==> src/temp_limit_command_parser_defines.svh <==
// Assertion macros shared by the temperature limit command parser RTL.
`ifndef TEMP_LIMIT_COMMAND_PARSER_DEFINES_SVH
`define TEMP_LIMIT_COMMAND_PARSER_DEFINES_SVH

// Same-cycle implication, checked outside reset.
`define TLCP_ASSERT_IMPLY(label, clk, rst_n, ante, cons) \
  label: assert property (@(posedge clk) disable iff (!(rst_n)) (ante) |-> (cons)) \
    else $error("tlcp: implication check failed");

// Next-cycle implication, checked outside reset.
`define TLCP_ASSERT_NEXT(label, clk, rst_n, ante, cons) \
  label: assert property (@(posedge clk) disable iff (!(rst_n)) (ante) |=> (cons)) \
    else $error("tlcp: next-cycle check failed");

`endif

==> src/tlcp_pkg.sv <==
// Package for the temperature limit command parser: types, codes and keyword tables.
package tlcp_pkg;

  localparam int LINE_CAPACITY = 64;
  localparam int LEN_W         = $clog2(LINE_CAPACITY);
  localparam int DATA_W        = 8;
  localparam int VAL_W         = 15;
  localparam int KIDX_W        = 4;
  localparam int KW_LEN        = 12;

  localparam logic [VAL_W-1:0] VALUE_MAX     = 15'd32767;
  localparam logic [VAL_W-1:0] MAX_RESET_VAL = 15'd270;
  localparam logic [VAL_W-1:0] MIN_RESET_VAL = 15'd100;

  localparam logic [DATA_W-1:0] CH_CR    = 8'h0D;
  localparam logic [DATA_W-1:0] CH_LF    = 8'h0A;
  localparam logic [DATA_W-1:0] CH_SPACE = 8'h20;
  localparam logic [DATA_W-1:0] CH_TAB   = 8'h09;
  localparam logic [DATA_W-1:0] CH_NUL   = 8'h00;
  localparam logic [DATA_W-1:0] CH_ZERO  = 8'h30;
  localparam logic [DATA_W-1:0] CH_NINE  = 8'h39;

  // Candidate bits: bit 0 max keyword, bit 1 min keyword
  localparam logic [1:0] CAND_BOTH = 2'b11;

  typedef enum logic [1:0] {
    ST_MAX_SET  = 2'd0,
    ST_MIN_SET  = 2'd1,
    ST_UNKNOWN  = 2'd2,
    ST_TOO_LONG = 2'd3
  } status_t;

  typedef enum logic [2:0] {
    PH_LEAD   = 3'd0,
    PH_KEY    = 3'd1,
    PH_SEP    = 3'd2,
    PH_GAP    = 3'd3,
    PH_DIGITS = 3'd4,
    PH_TRAIL  = 3'd5,
    PH_FAIL   = 3'd6
  } phase_t;

  typedef struct packed {
    status_t            status;
    logic [VAL_W-1:0]   value;
    logic [VAL_W-1:0]   max_limit;
    logic [VAL_W-1:0]   min_limit;
  } result_t;

  // Per-keyword match of one byte at a keyword position
  function automatic logic [1:0] kw_match(input logic [KIDX_W-1:0] idx,
                                          input logic [DATA_W-1:0] c);
    logic [DATA_W-1:0] ch_max;
    logic [DATA_W-1:0] ch_min;
    ch_max = 8'h00;
    ch_min = 8'h00;
    unique case (idx)
      4'd0:    begin ch_max = "S"; ch_min = "S"; end
      4'd1:    begin ch_max = "E"; ch_min = "E"; end
      4'd2:    begin ch_max = "T"; ch_min = "T"; end
      4'd3:    begin ch_max = "_"; ch_min = "_"; end
      4'd4:    begin ch_max = "M"; ch_min = "M"; end
      4'd5:    begin ch_max = "A"; ch_min = "I"; end
      4'd6:    begin ch_max = "X"; ch_min = "N"; end
      4'd7:    begin ch_max = "_"; ch_min = "_"; end
      4'd8:    begin ch_max = "T"; ch_min = "T"; end
      4'd9:    begin ch_max = "E"; ch_min = "E"; end
      4'd10:   begin ch_max = "M"; ch_min = "M"; end
      4'd11:   begin ch_max = "P"; ch_min = "P"; end
      default: begin ch_max = 8'h00; ch_min = 8'h00; end
    endcase
    return {(ch_min == c), (ch_max == c)};
  endfunction

  function automatic logic is_blank(input logic [DATA_W-1:0] c);
    return (c == CH_SPACE) || (c == CH_TAB);
  endfunction

  function automatic logic is_digit(input logic [DATA_W-1:0] c);
    return (c >= CH_ZERO) && (c <= CH_NINE);
  endfunction

endpackage

==> src/temp_limit_command_parser.sv <==
// Temperature limit command parser: line parser, threshold registers and output queue.
//
// Usage notes:
//   Input channel (in_valid / in_stall / in_rx_data) takes one received byte per item.
//   A line holding the max or min keyword, a blank and a number n <= 32767, with
//   optional blanks around them, ends in CR or LF and updates the matching threshold.
//   Result channel (out_valid / out_stall / out_*) carries one item per finished
//   non-empty line or per line dropped as too long: status, parsed value and both
//   thresholds as they stand after that byte.
//   Each byte is parsed in the cycle it is accepted; its result is registered in
//   the output queue. One byte per cycle is sustained while in_stall is low: the
//   parse state registers are updated in a single pass per byte.
//   A two-entry output queue (result register plus skid register) lets bytes
//   keep flowing while a result waits; in_stall rises only when both entries
//   are full, i.e. after a second result while the receiver stalls.
//   Reset (rst_n low, synchronous) empties the queue, clears the line state and
//   sets the thresholds to 270 and 100.
`include "temp_limit_command_parser_defines.svh"

module temp_limit_command_parser (
  input  logic                          clk,
  input  logic                          rst_n,
  input  logic                          in_valid,
  output logic                          in_stall,
  input  logic [tlcp_pkg::DATA_W-1:0]   in_rx_data,
  output logic                          out_valid,
  input  logic                          out_stall,
  output logic [1:0]                    out_status,
  output logic [tlcp_pkg::VAL_W-1:0]    out_parsed_value,
  output logic [tlcp_pkg::VAL_W-1:0]    out_max_limit,
  output logic [tlcp_pkg::VAL_W-1:0]    out_min_limit
);
  import tlcp_pkg::*;

  // Line state
  logic [LEN_W-1:0]  len_r, len_nxt;
  phase_t            phase_r, phase_nxt;
  logic [KIDX_W-1:0] kidx_r, kidx_nxt;
  logic [1:0]        cand_r, cand_nxt;
  logic [VAL_W-1:0]  acc_r, acc_nxt;
  logic              ended_r, ended_nxt;
  logic [VAL_W-1:0]  max_r, max_nxt;
  logic [VAL_W-1:0]  min_r, min_nxt;

  // Output queue
  logic              out_valid_r, out_valid_nxt;
  result_t           out_r, out_nxt;
  logic              skid_valid_r, skid_valid_nxt;
  result_t           skid_r, skid_nxt;

  logic              accept;
  logic              res_fire;
  result_t           res;
  logic [DATA_W-1:0] c;
  logic              is_eol;
  logic [18:0]       acc_x10;
  logic [1:0]        cand_m;

  // Terms used by the checks
  logic              line_busy;
  logic              num_phase;
  logic              skid_drain;

  assign c        = in_rx_data;
  assign in_stall = skid_valid_r;
  assign accept   = in_valid && !skid_valid_r;
  assign is_eol   = (c == CH_CR) || (c == CH_LF);
  assign acc_x10  = ({4'd0, acc_r} << 3) + ({4'd0, acc_r} << 1)
                  + {15'd0, c[3:0]};
  assign cand_m   = cand_r & kw_match(kidx_r, c);

  // Per-byte parse step
  always_comb begin
    len_nxt   = len_r;
    phase_nxt = phase_r;
    kidx_nxt  = kidx_r;
    cand_nxt  = cand_r;
    acc_nxt   = acc_r;
    ended_nxt = ended_r;
    max_nxt   = max_r;
    min_nxt   = min_r;
    res_fire  = 1'b0;
    res       = '{status: ST_UNKNOWN, value: '0, max_limit: max_r, min_limit: min_r};

    if (accept) begin
      if (is_eol) begin
        if (len_r != '0) begin
          res_fire = 1'b1;
          if (phase_r == PH_DIGITS || phase_r == PH_TRAIL) begin
            priority if (cand_r[0]) begin
              max_nxt    = acc_r;
              res.status = ST_MAX_SET;
              res.value  = acc_r;
            end else if (cand_r[1]) begin
              min_nxt    = acc_r;
              res.status = ST_MIN_SET;
              res.value  = acc_r;
            end
          end
          res.max_limit = max_nxt;
          res.min_limit = min_nxt;
          len_nxt   = '0;
          phase_nxt = PH_LEAD;
          kidx_nxt  = '0;
          cand_nxt  = CAND_BOTH;
          acc_nxt   = '0;
          ended_nxt = 1'b0;
        end
      end else if (len_r < LEN_W'(LINE_CAPACITY - 1)) begin
        len_nxt = len_r + 1'b1;
        if (!ended_r) begin
          if (c == CH_NUL) begin
            ended_nxt = 1'b1;
          end else begin
            unique case (phase_r)
              PH_LEAD, PH_KEY: begin
                if (phase_r == PH_LEAD && is_blank(c)) begin
                  phase_nxt = PH_LEAD;
                end else if (kidx_r >= KIDX_W'(KW_LEN)) begin
                  phase_nxt = PH_FAIL;
                end else begin
                  cand_nxt = cand_m;
                  if (cand_m == 2'b00) begin
                    phase_nxt = PH_FAIL;
                  end else begin
                    kidx_nxt  = kidx_r + 1'b1;
                    phase_nxt = (kidx_r == KIDX_W'(KW_LEN - 1)) ? PH_SEP : PH_KEY;
                  end
                end
              end
              PH_SEP: begin
                phase_nxt = is_blank(c) ? PH_GAP : PH_FAIL;
              end
              PH_GAP: begin
                if (is_digit(c)) begin
                  acc_nxt   = {11'd0, c[3:0]};
                  phase_nxt = PH_DIGITS;
                end else if (!is_blank(c)) begin
                  phase_nxt = PH_FAIL;
                end
              end
              PH_DIGITS: begin
                if (is_digit(c)) begin
                  if (acc_x10 > {4'd0, VALUE_MAX}) begin
                    phase_nxt = PH_FAIL;
                  end else begin
                    acc_nxt = acc_x10[VAL_W-1:0];
                  end
                end else if (is_blank(c)) begin
                  phase_nxt = PH_TRAIL;
                end else begin
                  phase_nxt = PH_FAIL;
                end
              end
              PH_TRAIL: begin
                if (!is_blank(c)) phase_nxt = PH_FAIL;
              end
              default: phase_nxt = PH_FAIL;
            endcase
          end
        end
      end else begin
        // line full: drop the byte and the line
        res_fire   = 1'b1;
        res.status = ST_TOO_LONG;
        len_nxt    = '0;
        phase_nxt  = PH_LEAD;
        kidx_nxt   = '0;
        cand_nxt   = CAND_BOTH;
        acc_nxt    = '0;
        ended_nxt  = 1'b0;
      end
    end
  end

  // Output queue: result register with a skid entry behind it
  always_comb begin
    out_valid_nxt  = out_valid_r;
    out_nxt        = out_r;
    skid_valid_nxt = skid_valid_r;
    skid_nxt       = skid_r;
    if (skid_valid_r) begin
      if (!out_stall) begin
        out_nxt        = skid_r;
        out_valid_nxt  = 1'b1;
        skid_valid_nxt = 1'b0;
      end
    end else if (res_fire) begin
      if (!out_valid_r || !out_stall) begin
        out_nxt       = res;
        out_valid_nxt = 1'b1;
      end else begin
        skid_nxt       = res;
        skid_valid_nxt = 1'b1;
      end
    end else if (out_valid_r && !out_stall) begin
      out_valid_nxt = 1'b0;
    end
  end

  // Control and threshold registers
  always_ff @(posedge clk) begin
    if (!rst_n) begin
      len_r        <= '0;
      phase_r      <= PH_LEAD;
      kidx_r       <= '0;
      cand_r       <= CAND_BOTH;
      acc_r        <= '0;
      ended_r      <= 1'b0;
      max_r        <= MAX_RESET_VAL;
      min_r        <= MIN_RESET_VAL;
      out_valid_r  <= 1'b0;
      skid_valid_r <= 1'b0;
    end else begin
      len_r        <= len_nxt;
      phase_r      <= phase_nxt;
      kidx_r       <= kidx_nxt;
      cand_r       <= cand_nxt;
      acc_r        <= acc_nxt;
      ended_r      <= ended_nxt;
      max_r        <= max_nxt;
      min_r        <= min_nxt;
      out_valid_r  <= out_valid_nxt;
      skid_valid_r <= skid_valid_nxt;
    end
  end

  // Result payload registers
  always_ff @(posedge clk) begin
    out_r  <= out_nxt;
    skid_r <= skid_nxt;
  end

  assign out_valid        = out_valid_r;
  assign out_status       = out_r.status;
  assign out_parsed_value = out_r.value;
  assign out_max_limit    = out_r.max_limit;
  assign out_min_limit    = out_r.min_limit;

  // Checks
  assign line_busy  = (phase_r != PH_LEAD) || ended_r;
  assign num_phase  = (phase_r == PH_DIGITS) || (phase_r == PH_TRAIL) || (phase_r == PH_GAP);
  assign skid_drain = skid_valid_r && !out_stall;

  `TLCP_ASSERT_IMPLY(a_skid_behind_out, clk, rst_n, skid_valid_r, out_valid_r)
  `TLCP_ASSERT_IMPLY(a_phase_needs_len, clk, rst_n, line_busy, len_r != '0)
  `TLCP_ASSERT_IMPLY(a_number_one_kw, clk, rst_n, num_phase, $onehot(cand_r))
  `TLCP_ASSERT_NEXT(a_full_stalls_drain, clk, rst_n, skid_drain, !skid_valid_r && out_valid_r)

endmodule
==> config.mk <==
export PLATFORM = sky130hd
export DESIGN_NAME = temp_limit_command_parser
export DESIGN_NICKNAME = d
export VERILOG_FILES = /design/src/tlcp_pkg.sv /design/src/temp_limit_command_parser.sv
export VERILOG_INCLUDE_DIRS = /design/src /design/src/src
export SDC_FILE = /design/constraint.sdc
export NUM_CORES = 1
export LEC_CHECK = 0
export BUFFER_PORTS_ARGS = -buffer_cell sky130_fd_sc_hd__buf_2
export CORE_ASPECT_RATIO = 1.75
export CORE_MARGIN = 3
export CORE_UTILIZATION = 25
export DETAILED_ROUTE_END_ITERATION = 7
export SYNTH_ARGS = -nofsm -noshare
export SYNTH_HDL_FRONTEND = slang
export SYNTH_SLANG_ARGS = --single-unit
export TNS_END_PERCENT = 50
==> constraint.sdc <==
create_clock -name clk -period 5.5 [get_ports clk]
set_clock_uncertainty 0.1 [all_clocks]
set_input_delay 0.825 -clock clk [delete_from_list [all_inputs] [get_ports clk]]
set_output_delay 0.825 -clock clk [all_outputs]
set_load 0.005 [all_outputs]
Word level (Yosys, flattened, before mapping)
Memories as Yosys holds them, arrays and structs flattened. A register that Yosys moved wholly into a read port is not among the register bits.
Index checks and enable logic that the tools add are counted.
{ "word_totals": {"romBits": 192, "reg_bits": 157, "output_inout_bits": 49, "wordCells": 167, "memories": 1} }
{ "classes": {"eq_ne": 26, "order_cmp": 5, "n_bitwise": 3, "n_mux": 82, "n_reduce_logical": 28, "add_sub_neg": 4} }
{ "memory_table": {"columns": ["name", "depth", "width", "rd", "rd_clocked_by_memory_dff", "wr", "line", "rtl"], "rows": [
  ["(no name shown)", 16, 12, 1, 1, 0, "tlcp_pkg.sv:57", "unique case (idx)"]
]} }
{ "ops": {"columns": ["op", "count"], "rows": [
  ["2-to-1 mux 47 bit", 6],
  ["2-to-1 mux 15 bit", 13],
  ["2-to-1 mux 17 bit", 3],
  ["2-to-1 mux 45 bit", 1],
  ["2-to-1 mux 4 bit", 11],
  ["2-to-1 mux 3 bit", 13],
  ["one-hot mux 15 bit (2 select lines)", 1],
  ["== test 8 x 4 -> 1 bit, second input constant", 3],
  ["2-to-1 mux 2 bit", 11],
  ["adder 18 x 16 -> 19 bit", 1],
  ["adder 19 x 4 -> 19 bit", 1],
  ["greater-than comparator 19 x 15 -> 1 bit, second input constant", 1],
  ["2-to-1 mux 1 bit", 19],
  ["2-to-1 mux 6 bit", 3],
  ["== test 8 bit", 2],
  ["AND reduction 8 bit", 2],
  ["inequality test 3 bit, second input constant", 5],
  ["one-hot mux 3 bit (5 select lines)", 1],
  ["inequality test 4 bit, second input constant", 3],
  ["AND reduction 3 bit", 4],
  ["== test 8 x 6 -> 1 bit, second input constant", 1],
  [">= comparator 8 x 6 -> 1 bit, second input constant", 1],
  ["less-or-equal comparator 8 x 6 -> 1 bit, second input constant", 1],
  ["zero test 8 bit", 1],
  ["27 further kinds", 40]
]} }

Longest topological paths before layout
Gate-level depths: netlist of the first run.
{ "depth": {"word_depth": 13, "ltp_mapped": 14} }

Worst setup path after synthesis of the first run
OpenSTA, ideal clock, no wires.
{ "synth_timing": {"path_type": "input-to-reg", "from": "input port in_rx_data[3] (netlist bit)", "to": "register acc_r[14]", "required_time_ps": 5283, "t_arrival_ps": 4031, "stages": 14, "setup_slack_ps": 1252, "path_cell_list": "clkbuf_8 > inv_1 > fa_1 > inv_1 > ha_1 > a211o_1 > a211o_1 > a21oi_1 > o211ai_1 > a22o_1 > o311a_1 > or2_1 > buf_6 > a32o_1"} }
{ "synth_via": {"elab_chain_cells": 8, "word_cells_on_any_way": 24} }
{ "synth_rtl": {"columns": ["item", "line", "rtl"], "rows": [
  ["start: declaration", "temp_limit_command_parser.sv:25", "input logic [tlcp_pkg::DATA_W-1:0] in_rx_data,"],
  ["parallel branches: the longest is 8 deep, another holds adder 19 x 4 -> 19 bit", null, null],
  ["end signal: assignment", "temp_limit_command_parser.sv:219", "acc_r <= acc_nxt;"],
  ["end: declaration", "temp_limit_command_parser.sv:40", "logic [VAL_W-1:0] acc_r, acc_nxt;"]
]} }
Several ways; the timed one is not identified. The select of a mux whose other input is x is not followed.
A chain may end at the register's enable or synchronous reset.

Worst setup path after layout of the first run
Ends and elaborated chain as after synthesis.

==> results of run 1 <==
## worst max-delay path, stage by stage
cell and delay, ns:
buf_2 0.19, inv_1 0.13, fa_1 0.54, fa_1 0.48
nor2b_1 0.19, o2111ai_1 0.21, a211oi_1 0.36, o2111ai_1 0.14
a22o_1 0.27, o311a_1 0.41, or2_1 0.40, a32o_1 0.33
## final timing paths
check	endpoint	slack, ns	cells past startpoint
setup / recovery	acc_r[14]	1.22	12
hold / removal	ended_r	0.38	2
setup reg to reg	acc_r[14]	1.45	11
hold reg to reg	ended_r	0.38	2
## report_power, final
| part | leakage, nW | internal, mW | switching (mW) |
|---|---|---|---|
| combinational | 1.93 | 0.0495 | 0.0694 |
| clock | 0.286 | 0.681 | 0.514 |
| sequential | 1.43 | 1.32 | 0.0136 |
## flip-flops by register name (all words and copies together), names as in the netlist, named ones only
signal and cells:
in_stall 1, out_valid 1, min_r 15, len_r 6, skid_r 47, acc_r 15
max_r 15, out_status 2, cand_r 2, kidx_r 4, out_max_limit 15, out_parsed_value 15
phase_r 3, ended_r 1, out_min_limit 15
## layout by cell type, fill, tap and decap left out, types with 6 or more instances in the layout
cell / count
ha_1: 36
and2_1: 37
xnor2_1: 12
nand3_1: 12
edfxtp_1: 94
dfxtp_1: 72
buf_4: 6
clkbuf_16: 17
a21oi_1: 35
nand2_1: 36
a32o_1: 10
a21o_1: 21
o21ai_0: 23
xor2_1: 14
nor2_1: 31
mux2_2: 60
nand4_1: 6
mux2i_1: 10
or2_2: 8
inv_1: 20
buf_2: 60
## through the flow
stage               instances  utilization  worst slack [ns]
global route             1118        0.298             0.951
floorplan                 647            -              1.25
finish                   1120        0.298              1.22
detailed placement       1085        0.278             0.780
global placement         1085        0.278             0.908
CTS                      1117        0.298              1.24
## layer usage
| layer | up-vias | global-route usage | wire (um) |
|---|---|---|---|
| met1 | 2481 | 0.102 | 6510 |
| li1 | 2540 | - | - |
| met2 | 82 | 0.204 | 9880 |
| met3 | 32 | 0.0250 | 537 |
| met5 | - | 0 | 7 |
| met4 | 2 | 0.0532 | 577 |
## cell type report
type                       count  share of cell area
antenna                        3            0.000814
clock buffer                  17              0.0461
clock inverter                15              0.0189
inverter                      23             0.00964
multi-input combinational    438               0.369
sequential                   167               0.465
tap                          391              0.0531
timing repair buffer          66              0.0375
## logic make-up after synthesis
logic type / Yosys count / share of synthesized area
simple gates: 164 / 0.114
mux: 71 / 0.100
buf+inv: 42 / 0.0241
fa+ha+maj: 38 / 0.0623
compound gates: 139 / 0.126
xor+xnor: 26 / 0.0289
flops: 167 / 0.544
==> out/qor.txt, run 1 <==
Synth area leaders - edfxtp_1 (36%), dfxtp_1 (19%), mux2_2 (8.6%), ha_1 (5.7%), and2_1 (2.9%)
top cells by count, synth - edfxtp_1 (94), dfxtp_1 (73), mux2_2 (60)
Hold Vio Cnt, Final - 0
Max Fclk - 234 MHz
Die Y - 241 um
GR Overflow Total - 0
nets - 763
CTS resizes - 0
post-synth top area cell - edfxtp_1
Clock Latency Late Sink - 0.43 ns
Synth Flop Type - edfxtp_1
CTS HTree Levels - 4
# setup viols final - 0
Layout area overhead - 17.1%
period utilization - 0.778
post-synthesis area per instance - 12.2 um2
syn_nets - 697
RePlAce Congestion - 0.869
Horiz. Die Dim - 140 um
multi-input logic area - 3400 um2
RR Startpoint - acc_r[0]
max_cap viols - 0
Sink Count - 167
Seq/Total Area, Yosys - 0.544
largest net degree at the start of global routing - 53
vias in the first global route - 5143
top-area cell type share of the netlist area - 0.358
RSZ-0062 raised after global routing - no
count leader, synth - edfxtp_1
Setup TNS Final - 0 ns
CTS tree - yes
ys async rst share - 0
Vias - 5137
FF+latch count, synth - 167
# rows - 85
aggregate routed wire length - 17.5 mm
storage element area - 4290 um2
Synth cell types - 78
Final ANT Viol Nets - 0
share of post-route cells with drive strength above 1 - 0.258
gr usage total - 0.105
postcts setup bufs - 0
Yosys warnings - 0
final max-slew violation count - 0
Slew headroom - 0.220
post-route total power - 2.65 mW
critical-path maximum fanout - 11
cts hold-fix bufs - 0
Final min period - 4.28 ns
Via density - 4.59
Fillers - 3102
Worst setup SP type - input port
Die Area - 33700 um2
Port Buffers - 60
dpl cell area - 8610 um2
core footprint - 30900 um2
number of synthesized flops with an enable pin - 94
CTS Root Cell - clkbuf_16
status - completed
Worst Setup Path Type - in -> reg
post-route cell area - 9220 um2
Worst IR Drop VDD - 205 uV
DP HPWL - 13.1 mm
initial antenna violation count - 2
Avg WL per Cell - 15.6 um
Ports - 61
Synth Instances - 647
TritonCTS Buffers - 17
deepest clock path buffer count - 2
crit path DAT - 4.50 ns
worst hold path class - reg -> reg
Crit path required time - 5.72 ns
endpoint class of the critical path - flop
power density over the cells - 287 nW/um2
Leak Pwr - 3.65 nW
WHS - 0.383 ns
DR iter-0 viols - 284
global-route wire length before repair - 27.7 mm
Slew @ Worst Pin - 1.17 ns
Initial Util - 0.254
HP Start - ended_r
Cell Area, Synth - 7880 um2
CP startpoint - in_rx_data[3]
drt pass-1 iters - 4
# DRC - 0
CTS clk-pin slew, worst paths - 0.07 ns
No activity file was read; power rests on OpenSTA's default activity.
==> run 2, diff against run 1 <==
==> constraint.sdc (replaced) <==
create_clock -name clk -period 4.3 [get_ports clk]
set_clock_uncertainty 0.1 [all_clocks]
set_input_delay 0.645 -clock clk [delete_from_list [all_inputs] [get_ports clk]]
set_output_delay 0.645 -clock clk [all_outputs]
set_load 0.005 [all_outputs]
==> out/qor.txt, run 2 (same netlist as run 1, synthesis figures left out) <==
status - completed
cts hold-fix bufs - 0
Slew headroom - 0.567
RSZ-0062 raised after global routing - no
Biggest register - skid_r
Horiz. Die Dim - 140 um
RR Startpoint - acc_r[0]
# DRC - 0
crit path DAT - 4.25 ns
Worst setup SP type - flop
# rows - 85
most frequent cells in the layout - edfxtp_1 (94), dfxtp_1 (72), mux2_2 (60), buf_2 (60), and2_1 (37)
setup ws final - 0.265 ns
final max-slew violation count - 0
Final ANT Viol Nets - 0
TritonCTS Buffers - 17
RePlAce Congestion - 0.839
DP HPWL - 13.1 mm
Port Buffers - 60
most common cell after layout, fill and taps aside - edfxtp_1
worst hold path class - reg -> reg
CTS tree - yes
core footprint - 30900 um2
nets - 775
endpoint class of the critical path - flop
aggregate routed wire length - 17.4 mm
Vias - 5193
Core Util, Final - 0.300
Avg WL per Cell - 15.4 um
Leak Pwr - 3.70 nW
Slowest-stage cell, CP - fa_1
gr usage total - 0.105
Initial Util - 0.254
CP max stage delay - 0.51 ns
Final min period - 4.03 ns
# setup viols final - 0
Slew @ Worst Pin - 0.649 ns
CP startpoint - acc_r[0]
period utilization - 0.938
Ports - 61
Worst IR Drop VDD - 250 uV
Crit path required time - 4.52 ns
critical-path maximum fanout - 8
CTS HTree Levels - 4
initial antenna violation count - 3
critical-path cell list - inv_1, fa_1, fa_1, nor2b_1, o2111ai_1, a211oi_1, o2111ai_1, a22o_1, o311a_1, or2_1, buf_4, mux2i_1
post-route total power - 3.34 mW
Max Fclk - 248 MHz
Die Y - 241 um
vias in the first global route - 5318
Via density - 4.60
DR iter-0 viols - 283
Hold Vio Cnt, Final - 0
Sink Count - 167
power density over the cells - 360 nW/um2
WHS - 0.385 ns
Clock Latency Late Sink - 0.43 ns
Die Area - 33700 um2
deepest clock path buffer count - 2
GR Overflow Total - 0
drt pass-1 iters - 4
share of post-route cells with drive strength above 1 - 0.271
HP Start - ended_r
global-route wire length before repair - 28.1 mm
CTS Root Cell - clkbuf_16
postcts setup bufs - 0
largest net degree at the start of global routing - 54
Worst Setup Path Type - reg -> reg
max FFs per register - 47
Post-Place Setup Slack - -0.143 ns
Antenna diodes - 0
Layout area overhead - 17.9%
Setup TNS Final - 0 ns
CTS clk-pin slew, worst paths - 0.07 ns
Fillers - 3133
CTS resizes - 0
max_cap viols - 0
-- run 2: changes by cell type in the layout (fill, tap and decap cells not counted), moves of 2 or more --
cell and change:
buf_4 +11, clkinv_1 -2, diode_2 -3, inv_6 +4, inv_8 -2
-- run 2: layout make-up --
type	instances	area, um2	area share
inverters	23	88.8	0.00957
multi-input cells	438	3400	0.367
repair buffers	78	448	0.0482
flip-flops and latches	167	4290	0.462
clock inverters	14	141	0.0152
well taps	391	489	0.0527
clock buffers	18	429	0.0462
-- run 2: path summary, 6_finish.rpt --
check	to	slack (ns)	cells past startpoint
worst max-delay path	acc_r[3]	0.27	12
worst min-delay path	ended_r	0.38	2
worst max register to register	acc_r[3]	0.27	12
worst min register to register	ended_r	0.38	2
-- run 2: metrics by stage --
step	area [um2]	std cells
2_1_floorplan	7880	647
3_3_place_gp	8710	1097
3_5_place_dp	8710	1097
4_1_cts	9290	1129
5_1_grt	9290	1129
6_report	9290	1129
-- run 2: layer usage --
metal  up-vias  share of wire  GRT usage
li1       2555              -          -
met1      2545           0.37      0.102
met2        59           0.57      0.209
met3        28          0.028     0.0242
met4         6          0.026     0.0441
met5         -         0.0016          0
-- run 2: worst max-delay path, delay by kind of cell (launching register included) --
kind	cells	cell delay, ns
fa+ha+maj	2	0.99
mux	1	0.12
buf+inv	2	0.33
flops	1	0.38
compound gates	5	1.44
simple gates	2	0.55
-- run 2: power breakdown --
| group | internal [mW] | leakage, nW | switching [mW] |
|---|---|---|---|
| combinational | 0.0660 | 1.99 | 0.0899 |
| clock | 0.813 | 0.273 | 0.667 |
| sequential | 1.69 | 1.43 | 0.0170 |
| total | 2.57 | 3.70 | 0.774 |
